### config.mk
export PLATFORM = sky130hd
export DESIGN_NAME = gpib_handshake_engine_unit
export DESIGN_NICKNAME = d
export VERILOG_FILES = /design/src/ghe_pkg.sv /design/src/gpib_handshake_engine_unit.sv
export SDC_FILE = /design/constraint.sdc
export NUM_CORES = 1
export LEC_CHECK = 0
export BUFFER_PORTS_ARGS = -buffer_cell sky130_fd_sc_hd__clkbuf_2
export CORE_MARGIN = 4
export CORE_UTILIZATION = 45
export CTS_BUF_LIST = sky130_fd_sc_hd__clkbuf_16
export DETAILED_ROUTE_END_ITERATION = 6
export PLACE_DENSITY_LB_ADDON = 0.12
export SLEW_MARGIN = 20
export SYNTH_ARGS = -nofsm -noshare
export SYNTH_HDL_FRONTEND = slang
export SYNTH_SLANG_ARGS = --single-unit
### constraint.sdc
create_clock -name clk -period 3.7 [get_ports clk]
set_input_delay 0.37 -clock clk [delete_from_list [all_inputs] [get_ports clk]]
set_output_delay 0.37 -clock clk [all_outputs]
set_load 0.005 [all_outputs]
### src/ghe_pkg.sv
// ----------------------------------------------------------------------------
// ghe_pkg
// Shared types and constants for the three-wire bus handshake engine.
// ----------------------------------------------------------------------------
package ghe_pkg;

    // field widths
    localparam int unsigned BYTE_W    = 8;
    localparam int unsigned CMD_W     = 2;
    localparam int unsigned STATUS_W  = 2;
    localparam int unsigned COUNT_W   = 16;
    localparam int unsigned EOS_W     = 2;
    localparam int unsigned CFG_IDX_W = 1;
    localparam int unsigned CFG_DAT_W = 16;
    localparam int unsigned IN_DATA_W  = 24;
    localparam int unsigned OUT_DATA_W = 24;

    // register reset values
    localparam logic [COUNT_W-1:0] TIMEOUT_RESET = 16'd20;
    localparam logic [EOS_W-1:0]   EOS_RESET     = 2'd0;

    // configuration register indexes
    localparam logic [CFG_IDX_W-1:0] REG_TIMEOUT = 1'd0;
    localparam logic [CFG_IDX_W-1:0] REG_EOS     = 1'd1;

    // commands
    localparam logic [CMD_W-1:0] CMD_SAMPLE = 2'd0;
    localparam logic [CMD_W-1:0] CMD_SEND   = 2'd1;
    localparam logic [CMD_W-1:0] CMD_RECV   = 2'd2;

    // status codes
    localparam logic [STATUS_W-1:0] ST_NONE   = 2'd0;
    localparam logic [STATUS_W-1:0] ST_DONE   = 2'd1;
    localparam logic [STATUS_W-1:0] ST_TMO_1  = 2'd2;
    localparam logic [STATUS_W-1:0] ST_TMO_2  = 2'd3;

    // end of string modes
    localparam logic [EOS_W-1:0] EOS_CRLF = 2'd0;
    localparam logic [EOS_W-1:0] EOS_CR   = 2'd1;
    localparam logic [EOS_W-1:0] EOS_LF   = 2'd2;
    localparam logic [EOS_W-1:0] EOS_EOI  = 2'd3;

    // terminator characters
    localparam logic [BYTE_W-1:0] CHAR_CR = 8'h0d;
    localparam logic [BYTE_W-1:0] CHAR_LF = 8'h0a;
    localparam logic [BYTE_W-1:0] BYTE_ONES = 8'hff;

    // handshake phase
    typedef enum logic [4:0] {
        PH_IDLE     = 5'b00001,
        PH_TX_NRFD  = 5'b00010,
        PH_TX_NDAC  = 5'b00100,
        PH_RX_DAVLO = 5'b01000,
        PH_RX_DAVHI = 5'b10000
    } phase_t;

endpackage

### src/gpib_handshake_engine_unit.sv
// ----------------------------------------------------------------------------
// gpib_handshake_engine_unit
// Source and acceptor handshake engine for a three-wire parallel instrument
// bus, stepped once per bus sample.
// ----------------------------------------------------------------------------
// Usage:
//   s_* channel: one bus sample per request, with an optional command in
//   s_tuser (send or receive a byte). m_* channel: exactly one result per
//   sample, giving the pin levels to drive, busy flag, status in m_tuser and
//   received byte; m_tlast marks a byte that ends a message.
//   cfg_* channel: writes the wait limit in ms ticks (index 0) and the end of
//   string mode (index 1), always ready; write only while the block is idle.
// Timing:
//   the result is valid in the cycle after the sample is accepted; one sample
//   can be taken every cycle. The result register is the only stage, so a
//   new sample is taken whenever that register is empty or being drained.
// Reset:
//   phase idle, talker mode, all lines released, registers at their defaults
//   (timeout 20 ticks, CR LF terminator). No result is pending.
// Stall:
//   while m_tready is low and a result waits, s_tready is low and the
//   handshake state holds.
// ----------------------------------------------------------------------------
module gpib_handshake_engine_unit (
    input  logic                                clk,
    input  logic                                rst_n,
    // sample channel
    input  logic                                s_tvalid,
    output logic                                s_tready,
    // tx_byte[7:0], tx_eoi, read_until_eoi, ms_tick, nrfd_line, ndac_line,
    // dav_line, eoi_line, atn_line, bus_data[23:16]
    input  logic [ghe_pkg::IN_DATA_W-1:0]       s_tdata,
    // command[1:0]
    input  logic [ghe_pkg::CMD_W-1:0]           s_tuser,
    // result channel
    output logic                                m_tvalid,
    input  logic                                m_tready,
    // dio_drive[7:0], talk_mode, dav_out, eoi_out, nrfd_out, ndac_out,
    // busy_res, rx_byte[21:14], rx_eoi, rx_atn
    output logic [ghe_pkg::OUT_DATA_W-1:0]      m_tdata,
    // status[1:0]
    output logic [ghe_pkg::STATUS_W-1:0]        m_tuser,
    // rx_end
    output logic                                m_tlast,
    // configuration channel
    input  logic                                cfg_valid,
    output logic                                cfg_ready,
    input  logic [ghe_pkg::CFG_IDX_W-1:0]       cfg_index,
    input  logic [ghe_pkg::CFG_DAT_W-1:0]       cfg_data
);

    // configuration registers
    logic [ghe_pkg::COUNT_W-1:0] timeout_reg;
    logic [ghe_pkg::EOS_W-1:0]   eos_reg;

    // handshake state
    ghe_pkg::phase_t             phase_reg, phase_next;
    logic                        talker_reg, talker_next;
    logic [ghe_pkg::COUNT_W-1:0] count_reg, count_next;
    logic [ghe_pkg::BYTE_W-1:0]  held_byte_reg, held_byte_next;
    logic                        held_eoi_reg, held_eoi_next;
    logic                        atn_held_reg, atn_held_next;
    logic [ghe_pkg::BYTE_W-1:0]  rx_data_reg, rx_data_next;
    logic                        until_eoi_reg, until_eoi_next;
    logic                        last_cr_reg, last_cr_next;
    logic                        dav_lv_reg, dav_lv_next;
    logic                        eoi_lv_reg, eoi_lv_next;
    logic                        nrfd_lv_reg, nrfd_lv_next;
    logic                        ndac_lv_reg, ndac_lv_next;

    // result register
    logic                               out_valid_reg;
    logic [ghe_pkg::OUT_DATA_W-1:0]     out_data_reg, out_data_next;
    logic [ghe_pkg::STATUS_W-1:0]       out_status_reg, status_next;
    logic                               out_end_reg, rx_end_next;

    // unpacked sample fields
    logic [ghe_pkg::CMD_W-1:0]  cmd;
    logic [ghe_pkg::BYTE_W-1:0] tx_byte;
    logic                       tx_eoi, read_until_eoi, ms_tick;
    logic                       nrfd_line, ndac_line, dav_line, eoi_line, atn_line;
    logic [ghe_pkg::BYTE_W-1:0] bus_data;

    // timeout tracking
    logic [ghe_pkg::COUNT_W-1:0] count_inc;
    logic                        timed_out;
    logic [ghe_pkg::EOS_W-1:0]   term;
    logic [ghe_pkg::BYTE_W-1:0]  rx_byte_o;
    logic                        rx_eoi_o, rx_atn_o;
    logic                        accept;

    assign cmd            = s_tuser;
    assign tx_byte        = s_tdata[7:0];
    assign tx_eoi         = s_tdata[8];
    assign read_until_eoi = s_tdata[9];
    assign ms_tick        = s_tdata[10];
    assign nrfd_line      = s_tdata[11];
    assign ndac_line      = s_tdata[12];
    assign dav_line       = s_tdata[13];
    assign eoi_line       = s_tdata[14];
    assign atn_line       = s_tdata[15];
    assign bus_data       = s_tdata[23:16];

    assign s_tready  = !out_valid_reg || m_tready;
    assign accept    = s_tvalid && s_tready;
    assign cfg_ready = 1'b1;

    // wait counter, a zero limit behaves as one
    assign count_inc = count_reg + ghe_pkg::COUNT_W'(1);
    assign timed_out = ms_tick && (count_inc >= timeout_reg);
    assign term      = until_eoi_reg ? ghe_pkg::EOS_EOI : eos_reg;

    // handshake step
    always_comb
    begin
        phase_next     = phase_reg;
        talker_next    = talker_reg;
        count_next     = count_reg;
        held_byte_next = held_byte_reg;
        held_eoi_next  = held_eoi_reg;
        atn_held_next  = atn_held_reg;
        rx_data_next   = rx_data_reg;
        until_eoi_next = until_eoi_reg;
        last_cr_next   = last_cr_reg;
        dav_lv_next    = dav_lv_reg;
        eoi_lv_next    = eoi_lv_reg;
        nrfd_lv_next   = nrfd_lv_reg;
        ndac_lv_next   = ndac_lv_reg;
        status_next    = ghe_pkg::ST_NONE;
        rx_byte_o      = '0;
        rx_eoi_o       = 1'b0;
        rx_atn_o       = 1'b0;
        rx_end_next    = 1'b0;

        case (phase_reg)
            ghe_pkg::PH_TX_NRFD:
            begin
                if (nrfd_line)
                begin
                    dav_lv_next = 1'b0;
                    phase_next  = ghe_pkg::PH_TX_NDAC;
                    count_next  = '0;
                end
                else if (ms_tick)
                begin
                    count_next = count_inc;
                    if (timed_out)
                        status_next = ghe_pkg::ST_TMO_1;
                end
            end
            ghe_pkg::PH_TX_NDAC:
            begin
                if (ndac_line)
                begin
                    dav_lv_next = 1'b1;
                    eoi_lv_next = 1'b1;
                    phase_next  = ghe_pkg::PH_IDLE;
                    count_next  = '0;
                    status_next = ghe_pkg::ST_DONE;
                end
                else if (ms_tick)
                begin
                    count_next = count_inc;
                    if (timed_out)
                        status_next = ghe_pkg::ST_TMO_2;
                end
            end
            ghe_pkg::PH_RX_DAVLO:
            begin
                if (!dav_line)
                begin
                    nrfd_lv_next  = 1'b0;
                    rx_data_next  = ~bus_data;
                    held_eoi_next = ~eoi_line;
                    atn_held_next = ~atn_line;
                    ndac_lv_next  = 1'b1;
                    phase_next    = ghe_pkg::PH_RX_DAVHI;
                    count_next    = '0;
                end
                else if (ms_tick)
                begin
                    count_next = count_inc;
                    if (timed_out)
                        status_next = ghe_pkg::ST_TMO_1;
                end
            end
            ghe_pkg::PH_RX_DAVHI:
            begin
                if (dav_line)
                begin
                    ndac_lv_next = 1'b0;
                    phase_next   = ghe_pkg::PH_IDLE;
                    count_next   = '0;
                    status_next  = ghe_pkg::ST_DONE;
                    rx_byte_o    = rx_data_reg;
                    rx_eoi_o     = held_eoi_reg;
                    rx_atn_o     = atn_held_reg;
                    // terminator rule
                    if (term == ghe_pkg::EOS_EOI && held_eoi_reg)
                    begin
                        rx_end_next = 1'b1;
                    end
                    else if (rx_data_reg == ghe_pkg::CHAR_CR)
                    begin
                        rx_end_next  = (term == ghe_pkg::EOS_CR);
                        last_cr_next = 1'b1;
                    end
                    else
                    begin
                        rx_end_next = (rx_data_reg == ghe_pkg::CHAR_LF) &&
                                      ((term == ghe_pkg::EOS_LF) ||
                                       (last_cr_reg && term == ghe_pkg::EOS_CRLF));
                        last_cr_next = 1'b0;
                    end
                    if (rx_end_next)
                        last_cr_next = 1'b0;
                end
                else if (ms_tick)
                begin
                    count_next = count_inc;
                    if (timed_out)
                        status_next = ghe_pkg::ST_TMO_2;
                end
            end
            default:
            begin
                phase_next = ghe_pkg::PH_IDLE;
                if (cmd == ghe_pkg::CMD_SEND)
                begin
                    if (!talker_reg)
                    begin
                        talker_next = 1'b1;
                        dav_lv_next = 1'b1;
                        eoi_lv_next = 1'b1;
                    end
                    held_byte_next = tx_byte;
                    if (tx_eoi)
                        eoi_lv_next = 1'b0;
                    phase_next = ghe_pkg::PH_TX_NRFD;
                    count_next = '0;
                end
                else if (cmd == ghe_pkg::CMD_RECV)
                begin
                    if (talker_reg)
                    begin
                        talker_next  = 1'b0;
                        ndac_lv_next = 1'b0;
                    end
                    nrfd_lv_next   = 1'b1;
                    until_eoi_next = read_until_eoi;
                    phase_next     = ghe_pkg::PH_RX_DAVLO;
                    count_next     = '0;
                end
            end
        endcase

        // timeout returns the pins to talker idle
        if (status_next inside {ghe_pkg::ST_TMO_1, ghe_pkg::ST_TMO_2})
        begin
            talker_next  = 1'b1;
            dav_lv_next  = 1'b1;
            eoi_lv_next  = 1'b1;
            last_cr_next = 1'b0;
            phase_next   = ghe_pkg::PH_IDLE;
            count_next   = '0;
        end
    end

    // result word from the updated state
    always_comb
    begin
        out_data_next[7:0]   = talker_next ? ~held_byte_next : ghe_pkg::BYTE_ONES;
        out_data_next[8]     = talker_next;
        out_data_next[9]     = talker_next ? dav_lv_next : 1'b1;
        out_data_next[10]    = talker_next ? eoi_lv_next : 1'b1;
        out_data_next[11]    = talker_next ? 1'b1 : nrfd_lv_next;
        out_data_next[12]    = talker_next ? 1'b1 : ndac_lv_next;
        out_data_next[13]    = (phase_next != ghe_pkg::PH_IDLE);
        out_data_next[21:14] = rx_byte_o;
        out_data_next[22]    = rx_eoi_o;
        out_data_next[23]    = rx_atn_o;
    end

    // configuration registers
    always_ff @(posedge clk or negedge rst_n)
    begin
        if (!rst_n)
        begin
            timeout_reg <= ghe_pkg::TIMEOUT_RESET;
            eos_reg     <= ghe_pkg::EOS_RESET;
        end
        else if (cfg_valid && cfg_ready)
        begin
            if (cfg_index == ghe_pkg::REG_TIMEOUT)
                timeout_reg <= cfg_data;
            else if (cfg_index == ghe_pkg::REG_EOS)
                eos_reg <= cfg_data[ghe_pkg::EOS_W-1:0];
        end
    end

    // handshake state registers
    always_ff @(posedge clk or negedge rst_n)
    begin
        if (!rst_n)
        begin
            phase_reg     <= ghe_pkg::PH_IDLE;
            talker_reg    <= 1'b1;
            count_reg     <= '0;
            held_byte_reg <= '0;
            held_eoi_reg  <= 1'b0;
            atn_held_reg  <= 1'b0;
            rx_data_reg   <= '0;
            until_eoi_reg <= 1'b0;
            last_cr_reg   <= 1'b0;
            dav_lv_reg    <= 1'b1;
            eoi_lv_reg    <= 1'b1;
            nrfd_lv_reg   <= 1'b1;
            ndac_lv_reg   <= 1'b1;
        end
        else if (accept)
        begin
            phase_reg     <= phase_next;
            talker_reg    <= talker_next;
            count_reg     <= count_next;
            held_byte_reg <= held_byte_next;
            held_eoi_reg  <= held_eoi_next;
            atn_held_reg  <= atn_held_next;
            rx_data_reg   <= rx_data_next;
            until_eoi_reg <= until_eoi_next;
            last_cr_reg   <= last_cr_next;
            dav_lv_reg    <= dav_lv_next;
            eoi_lv_reg    <= eoi_lv_next;
            nrfd_lv_reg   <= nrfd_lv_next;
            ndac_lv_reg   <= ndac_lv_next;
        end
    end

    // result valid flag
    always_ff @(posedge clk or negedge rst_n)
    begin
        if (!rst_n)
            out_valid_reg <= 1'b0;
        else if (accept)
            out_valid_reg <= 1'b1;
        else if (m_tready)
            out_valid_reg <= 1'b0;
    end

    // result payload
    always_ff @(posedge clk)
    begin
        if (accept)
        begin
            out_data_reg   <= out_data_next;
            out_status_reg <= status_next;
            out_end_reg    <= rx_end_next;
        end
    end

    assign m_tvalid = out_valid_reg;
    assign m_tdata  = out_data_reg;
    assign m_tuser  = out_status_reg;
    assign m_tlast  = out_end_reg;

    // a finished or timed out transfer leaves the block idle
    a_status_idle: assert property (@(posedge clk) disable iff (!rst_n)
        (m_tvalid && m_tuser != ghe_pkg::ST_NONE) |-> !m_tdata[13])
        else $error("busy flag set with a transfer event");

    // a timeout returns to talker mode
    a_timeout_talker: assert property (@(posedge clk) disable iff (!rst_n)
        (m_tvalid && (m_tuser == ghe_pkg::ST_TMO_1 || m_tuser == ghe_pkg::ST_TMO_2))
        |-> (m_tdata[8] && m_tdata[9] && m_tdata[10]))
        else $error("timeout did not release talker lines");

    // end of message only on a completed byte
    a_end_done: assert property (@(posedge clk) disable iff (!rst_n)
        (m_tvalid && m_tlast) |-> (m_tuser == ghe_pkg::ST_DONE && !m_tdata[8]))
        else $error("end of message outside a received byte");

    // listener mode drives no data
    a_listen_dio: assert property (@(posedge clk) disable iff (!rst_n)
        (m_tvalid && !m_tdata[8]) |-> (m_tdata[7:0] == ghe_pkg::BYTE_ONES))
        else $error("listener drives data lines");

endmodule
==> results_dict.tcl, run 1 <==
set metrics [dict create \
    status "finished, final reports clean" \
    crit_slowest_cell "or4b_1" \
    drt_iter0_drc 160 \
    dpl.hpwl_um 7400 \
    fin_area_mm2 0.00565 \
    slew_headroom 0.483 \
    coreArea_mm2 0.0104 \
    synth_top_cell_by_area "dfrtp_1" \
    boundaryPins 78 \
    fin_crit_ns 3.46 \
    avgSynthCellArea_um2 10.1 \
    hold_buffers 0 \
    p_leak_nw 2.55 \
    setup_violations 0 \
    async_reset_ff_frac 0.707 \
    synthesis.instances 475 \
    drive_gt1_frac 0.243 \
    cp.required_ns 3.95 \
    synthToLayoutAreaGrowth_pct 17.5 \
    syn_nets 542 \
    cts_root_buffer "clkbuf_16" \
    die_x_um 111 \
    grt-ovfl-total 0 \
    ff2ff_path_depth 13 \
    cpMostUsedCell "and4_1" \
    hold_path.class "in2async" \
    critPathTopFamily "simple AND/OR/NAND/NOR gates" \
    crit_path_start_kind "flip-flop" \
    crit_path_end_kind "flip-flop" \
    wl_um 10000 \
    remaining_drc_errors 0 \
    drv_cap 0 \
    synthesis.area_mm2 0.00481 \
    fin_nets 618 \
    fp-row-count 37 \
    cts_tree "built" \
    cpPeakStageDelay_ns 0.56 \
    crit_type "reg2reg" \
    grt_pass1_vias 3611 \
    crit_buf_inv 0 \
    gp_congestion 0.821 \
    cp_max_fo 7 \
    clock-sinks 92 \
    grt_first_pass_wirelength_um 17700 \
    synth_cell_types 59 \
    htree_levels 3 \
    hold_viol_final 0 \
    crit_chain "ha_2, nand3_1, nor2_2, and4_1, and4_1, xor2_1, ha_1, a21oi_1, nand2_1, a32oi_2, a31oi_2, or4b_1, o211ai_1" \
    grt_usage 0.172 \
    numCtsBuffers 9 \
    worst_pin_slew_ns 0.775 \
    dr.pass1.iters 4 \
    ir_worst_vdd_mv 0.272 \
    rsz0062_at_grt "no" \
    fmax_mhz 289 \
    cts.path.max_buffers 2 \
    grt_start_max_net_pins 38 \
    fin_skew_ns 0.00902 \
    finalCritPeriodShare 0.935 \
    n_antenna_cell 0 \
    p_total_w 0.00283 \
    drtAntennaViolNets 0 \
    synth_area_leaders "dfrtp_1, edfxtp_1, nand2_1" \
    wire_per_inst_um 14.5 \
    viasPerCell 5.25 \
    start_util 0.464 \
    fp.dieArea_mm2 0.0124 \
    cp.depth 13 \
    yosys_register_bits 92 \
    seq_area_frac_synth 0.509 \
    routed-via-count 3634 \
    synth_edf_count 27 \
    place_area_mm2 0.00532 \
    p_per_area_mw_per_mm2 501 \
    clk_latency_ns 0.34 \
    clk_pin_slew_ns 0.07 \
    largest_reg_flops 24 \
    die_y_um 111 \
    synthFlopType "dfrtp_1" \
    antenna_found_initial 0 \
    yosysWarnings 0 \
    portBuffers 76 \
    slew_violations 0 \
    finalSetupTns_ns 0 \
    synth_top_area_share 0.296 \
    worstPathArrival_ns 3.71 \
]
## power by group
part           internal, W  total (W)  switching (W)
Sequential         0.00126    0.00137       0.000111
Combinational     0.000250   0.000535       0.000285
Clock             0.000528   0.000923       0.000395
Total              0.00204    0.00283       0.000791
## stage by stage
stage	std cells	setup WS (ns)	hold WS (ns)	util
after floorplan	475	0.504	0.0744	-
after detailed placement	674	0.0233	0.451	0.513
after global placement	674	0.196	0.450	0.513
final	692	0.239	0.114	0.545
after CTS	692	0.0761	0.146	0.544
after global routing	692	0.00601	0.182	0.545
## area by class of cell
type	instances	area, um2
Inverter	27	101
Clock inverter	7	76.3
Clock buffer	9	225
Fill cell	971	4720
Timing Repair Buffer	85	448
Multi-Input combinational cell	336	2180
Sequential cell	92	2450
Tap cell	136	170
## logic make-up (layout without fill, tap and decap cells)
logic type               after synthesis  after routing  synth area share
AND/OR/NAND/NOR                      175            175             0.180
AO/OA/AOI/OAI                        109            109             0.151
flip-flops                            92             92             0.509
buffers and inverters                 47            128            0.0406
multiplexers                          21             21            0.0492
adder cells (fa/ha/maj)               19             19            0.0494
XOR/XNOR                              11             11            0.0200
other                                  1              1          0.000779
## routing by layer
layer / part of all wire / up-vias / global-route usage
li1: - / 1840 / -
met1: 0.46 / 1697 / 0.229
met2: 0.47 / 86 / 0.285
met3: 0.053 / 11 / 0.0408
met4: 0.014 / 0 / 0.0446
met5: 0 / - / 0
## cell usage after synthesis, drive strengths merged, types with 3 or more instances
cell type	n
a22o	5
buf	8
nand2	79
nand4	5
nand3b	3
nand3	12
and3	8
nor3	9
or3	5
dfstp	8
nand2b	13
xnor2	5
edfxtp	27
inv	27
mux2	21
dfrtp	57
o21ai	41
o2bb2ai	5
xor2	6
o31ai	9
clkbuf	12
and2	14
nor2	16
ha	19
a31oi	5
a21oi	18
a21o	3
o211ai	3
## layout by cell type, fill, tap and decap left out, types with 5 or more instances in the layout
master	count
a22o_1	5
a21oi_1	17
o21ai_1	7
nand2b_1	12
mux2_2	14
mux2_1	7
o31ai_1	9
dfrtp_1	57
ha_1	18
xor2_1	6
nand2_1	79
o21ai_0	34
dfstp_2	8
xnor2_1	5
nand4_1	5
and3_1	7
nor2_1	15
edfxtp_1	27
o2bb2ai_1	5
inv_1	28
or3_1	5
clkbuf_2	75
buf_4	9
and2_1	14
nand3_1	12
clkbuf_16	9
nor3_1	6
## worst reg2reg max path: cells and delay by family (launching register included)
| kind | cells | cell delay (ns) |
|---|---|---|
| AOI/OAI and AO/OA | 4 | 0.75 |
| xor gates and xnor gates | 1 | 0.21 |
| adders and majority gates | 2 | 0.56 |
| DFF | 1 | 0.45 |
| and+or+nand+nor | 6 | 1.42 |
## worst paths after layout
kind	start	to	slack, ns
max in group asynchronous	rst_n	eoi_lv_reg	2.64
min in group clk	s_tdata[14]	held_eoi_reg	0.20
hold reg to reg	eoi_lv_reg	eoi_lv_reg	0.46
setup reg to reg	count_reg[0]	count_reg[8]	0.24
hold / removal	rst_n	timeout_reg[10]	0.11
setup / recovery	count_reg[0]	count_reg[8]	0.24
## timing repair
| item | CTS | global route |
|---|---|---|
| gates resized for setup | 0 | 4 |
| buffers inserted | 2 | 0 |
| pin swaps | 0 | 1 |
| setup endpoints to repair | 5 | 31 |
No activity file was read; power rests on OpenSTA's default activity.
==> run 2, diff against run 1 <==
RECOVER_POWER = 100   (was default)
==> run 2 against run 1 <==
The flow now finishes with violations (capacitance limit, slew limit). Sequential share of layout area up 0.23 points. Hold slack better by 0.096 ns. Power fell by 0.35%. Cell area down 0.53%. Non-clock buffer count stayed put. Clock skew about the same. Critical path type unchanged. Largest power group unchanged. Highest routed layer unchanged.
==> results_dict.tcl, run 2 (synthesized netlist as in run 1, its figures left out) <==
set metrics [dict create \
    hold_viol_final 0 \
    coreArea_mm2 0.0104 \
    clk_pin_slew_ns 0.06 \
    setup_violations 0 \
    htree_levels 3 \
    grt_usage 0.172 \
    cts.path.max_buffers 2 \
    layout_common_cells "nand2_1, clkbuf_2, dfrtp_1" \
    slew_violations 37 \
    dr.pass1.iters 4 \
    crit_type "reg2reg" \
    crit_path_start_kind "flip-flop" \
    fin_crit_ns 3.45 \
    finalCritPeriodShare 0.932 \
    dp_cells 674 \
    antenna_found_initial 0 \
    wire_per_inst_um 14.5 \
    cpMostUsedCell "and4_1" \
    grt_pass1_vias 3611 \
    fin_skew_ns 0.00879 \
    viasPerCell 5.23 \
    hold_buffers 0 \
    p_seq_frac 0.487 \
    clock-sinks 92 \
    p_leak_nw 2.48 \
    pre_cts_slack_ns 0.0233 \
    dpl.hpwl_um 7400 \
    rsz0062_at_grt "no" \
    worst_pin_slew_ns 1.87 \
    p_per_area_mw_per_mm2 502 \
    ir_worst_vdd_mv 0.271 \
    place_area_mm2 0.00532 \
    violations "capacitance limit, slew limit" \
    crit_slowest_cell "or4b_1" \
    fmax_mhz 290 \
    largest_reg_flops 24 \
    synthToLayoutAreaGrowth_pct 16.8 \
    numCtsBuffers 9 \
    clk_latency_ns 0.34 \
    cp.required_ns 3.95 \
    fin_area_mm2 0.00562 \
    wl_um 10000 \
    boundaryPins 78 \
    cp_max_fo 7 \
    hold_path.class "in2reg" \
    critPathTopFamily "simple AND/OR/NAND/NOR gates" \
    die_x_um 111 \
    drv_cap 1 \
    combPwrFrac 0.186 \
    fillerInstances 982 \
    n_antenna_cell 0 \
    clockPowerShare 0.327 \
    start_util 0.464 \
    worst_slack_ns 0.253 \
    cts_root_buffer "clkbuf_16" \
    grt-ovfl-total 0 \
    grt_start_max_net_pins 38 \
    fin_nets 618 \
    regArea_mm2 0.00245 \
    drive_gt1_frac 0.210 \
    power.internal_w 0.00203 \
    drt_iter0_drc 156 \
    crit_chain "ha_2, nand3_1, nor2_2, and4_1, and4_1, xor2_1, ha_1, a21oi_1, nand2_1, a32oi_2, a31oi_2, or4b_1, o211ai_1" \
    gp_congestion 0.821 \
    instances_no_fill 692 \
    finalSetupTns_ns 0 \
    p_total_w 0.00282 \
    worstPathArrival_ns 3.70 \
    mostFrequentLayoutCell "nand2_1" \
    grt_first_pass_wirelength_um 17700 \
    cpPeakStageDelay_ns 0.55 \
    fp-row-count 37 \
    routed-via-count 3621 \
    portBuffers 76 \
    multiInputGateArea_mm2 0.00218 \
    cts_tree "built" \
    drtAntennaViolNets 0 \
    netSwitchingPower_w 0.000792 \
    remaining_drc_errors 0 \
    slew_headroom -0.245 \
    status "finished with violations" \
    crit_path_end_kind "flip-flop" \
    crit_buf_inv 0 \
    switching_share 0.280 \
    die_y_um 111 \
    fp.dieArea_mm2 0.0124 \
]
[run 2: timing repair]
| item | 4_1_cts | 5_1_grt |
|---|---|---|
| resized for setup | 0 | 4 |
| setup endpoints to repair | 5 | 31 |
| hold endpoints to repair | 0 | 0 |
| pin swaps | 0 | 1 |
| buffers inserted | 2 | 0 |
[run 2: layout make-up]
type                            count  share of cell area
Multi-Input combinational cell    336               0.388
Timing Repair Buffer               85              0.0744
Clock inverter                      7              0.0136
Sequential cell                    92               0.435
Clock buffer                        9              0.0401
Inverter                           27              0.0180
Tap cell                          136              0.0303
[run 2: final timing paths]
kind                       cells past startpoint          from              to  slack, ns
max                                           13  count_reg[0]    count_reg[8]       0.25
min                                            2    s_tdata[8]      eoi_lv_reg       0.21
max reg2reg                                   13  count_reg[0]    count_reg[8]       0.25
min reg2reg                                    2    eoi_lv_reg      eoi_lv_reg       0.46
max in group asynchronous                      2         rst_n    count_reg[8]       1.51
min in group asynchronous                      1         rst_n  timeout_reg[3]       0.54
[run 2: metrics by stage]
step	utilization	hold slack [ns]
global route	0.542	0.213
floorplan	-	0.0744
detailed placement	0.513	0.451
finish	0.542	0.210
CTS	0.544	0.146
global placement	0.513	0.450
[run 2: power groups by stage]
stage	clock network, W	logic (W)	registers (W)
global placement	0	0.000515	0.00139
detailed placement	0	0.000527	0.00140
global route	0.000999	0.000610	0.00140
floorplan	0	0.000380	0.00136
CTS	0.000946	0.000544	0.00137
finish	0.000923	0.000525	0.00138
[run 2: per-layer routing]
metal,vias to the layer above,GRT usage,routed length [um]
met1,1698,0.229,4760
met4,0,0.0446,120
met3,10,0.0408,430
met2,75,0.285,4740
met5,-,0,0
li1,1838,-,-
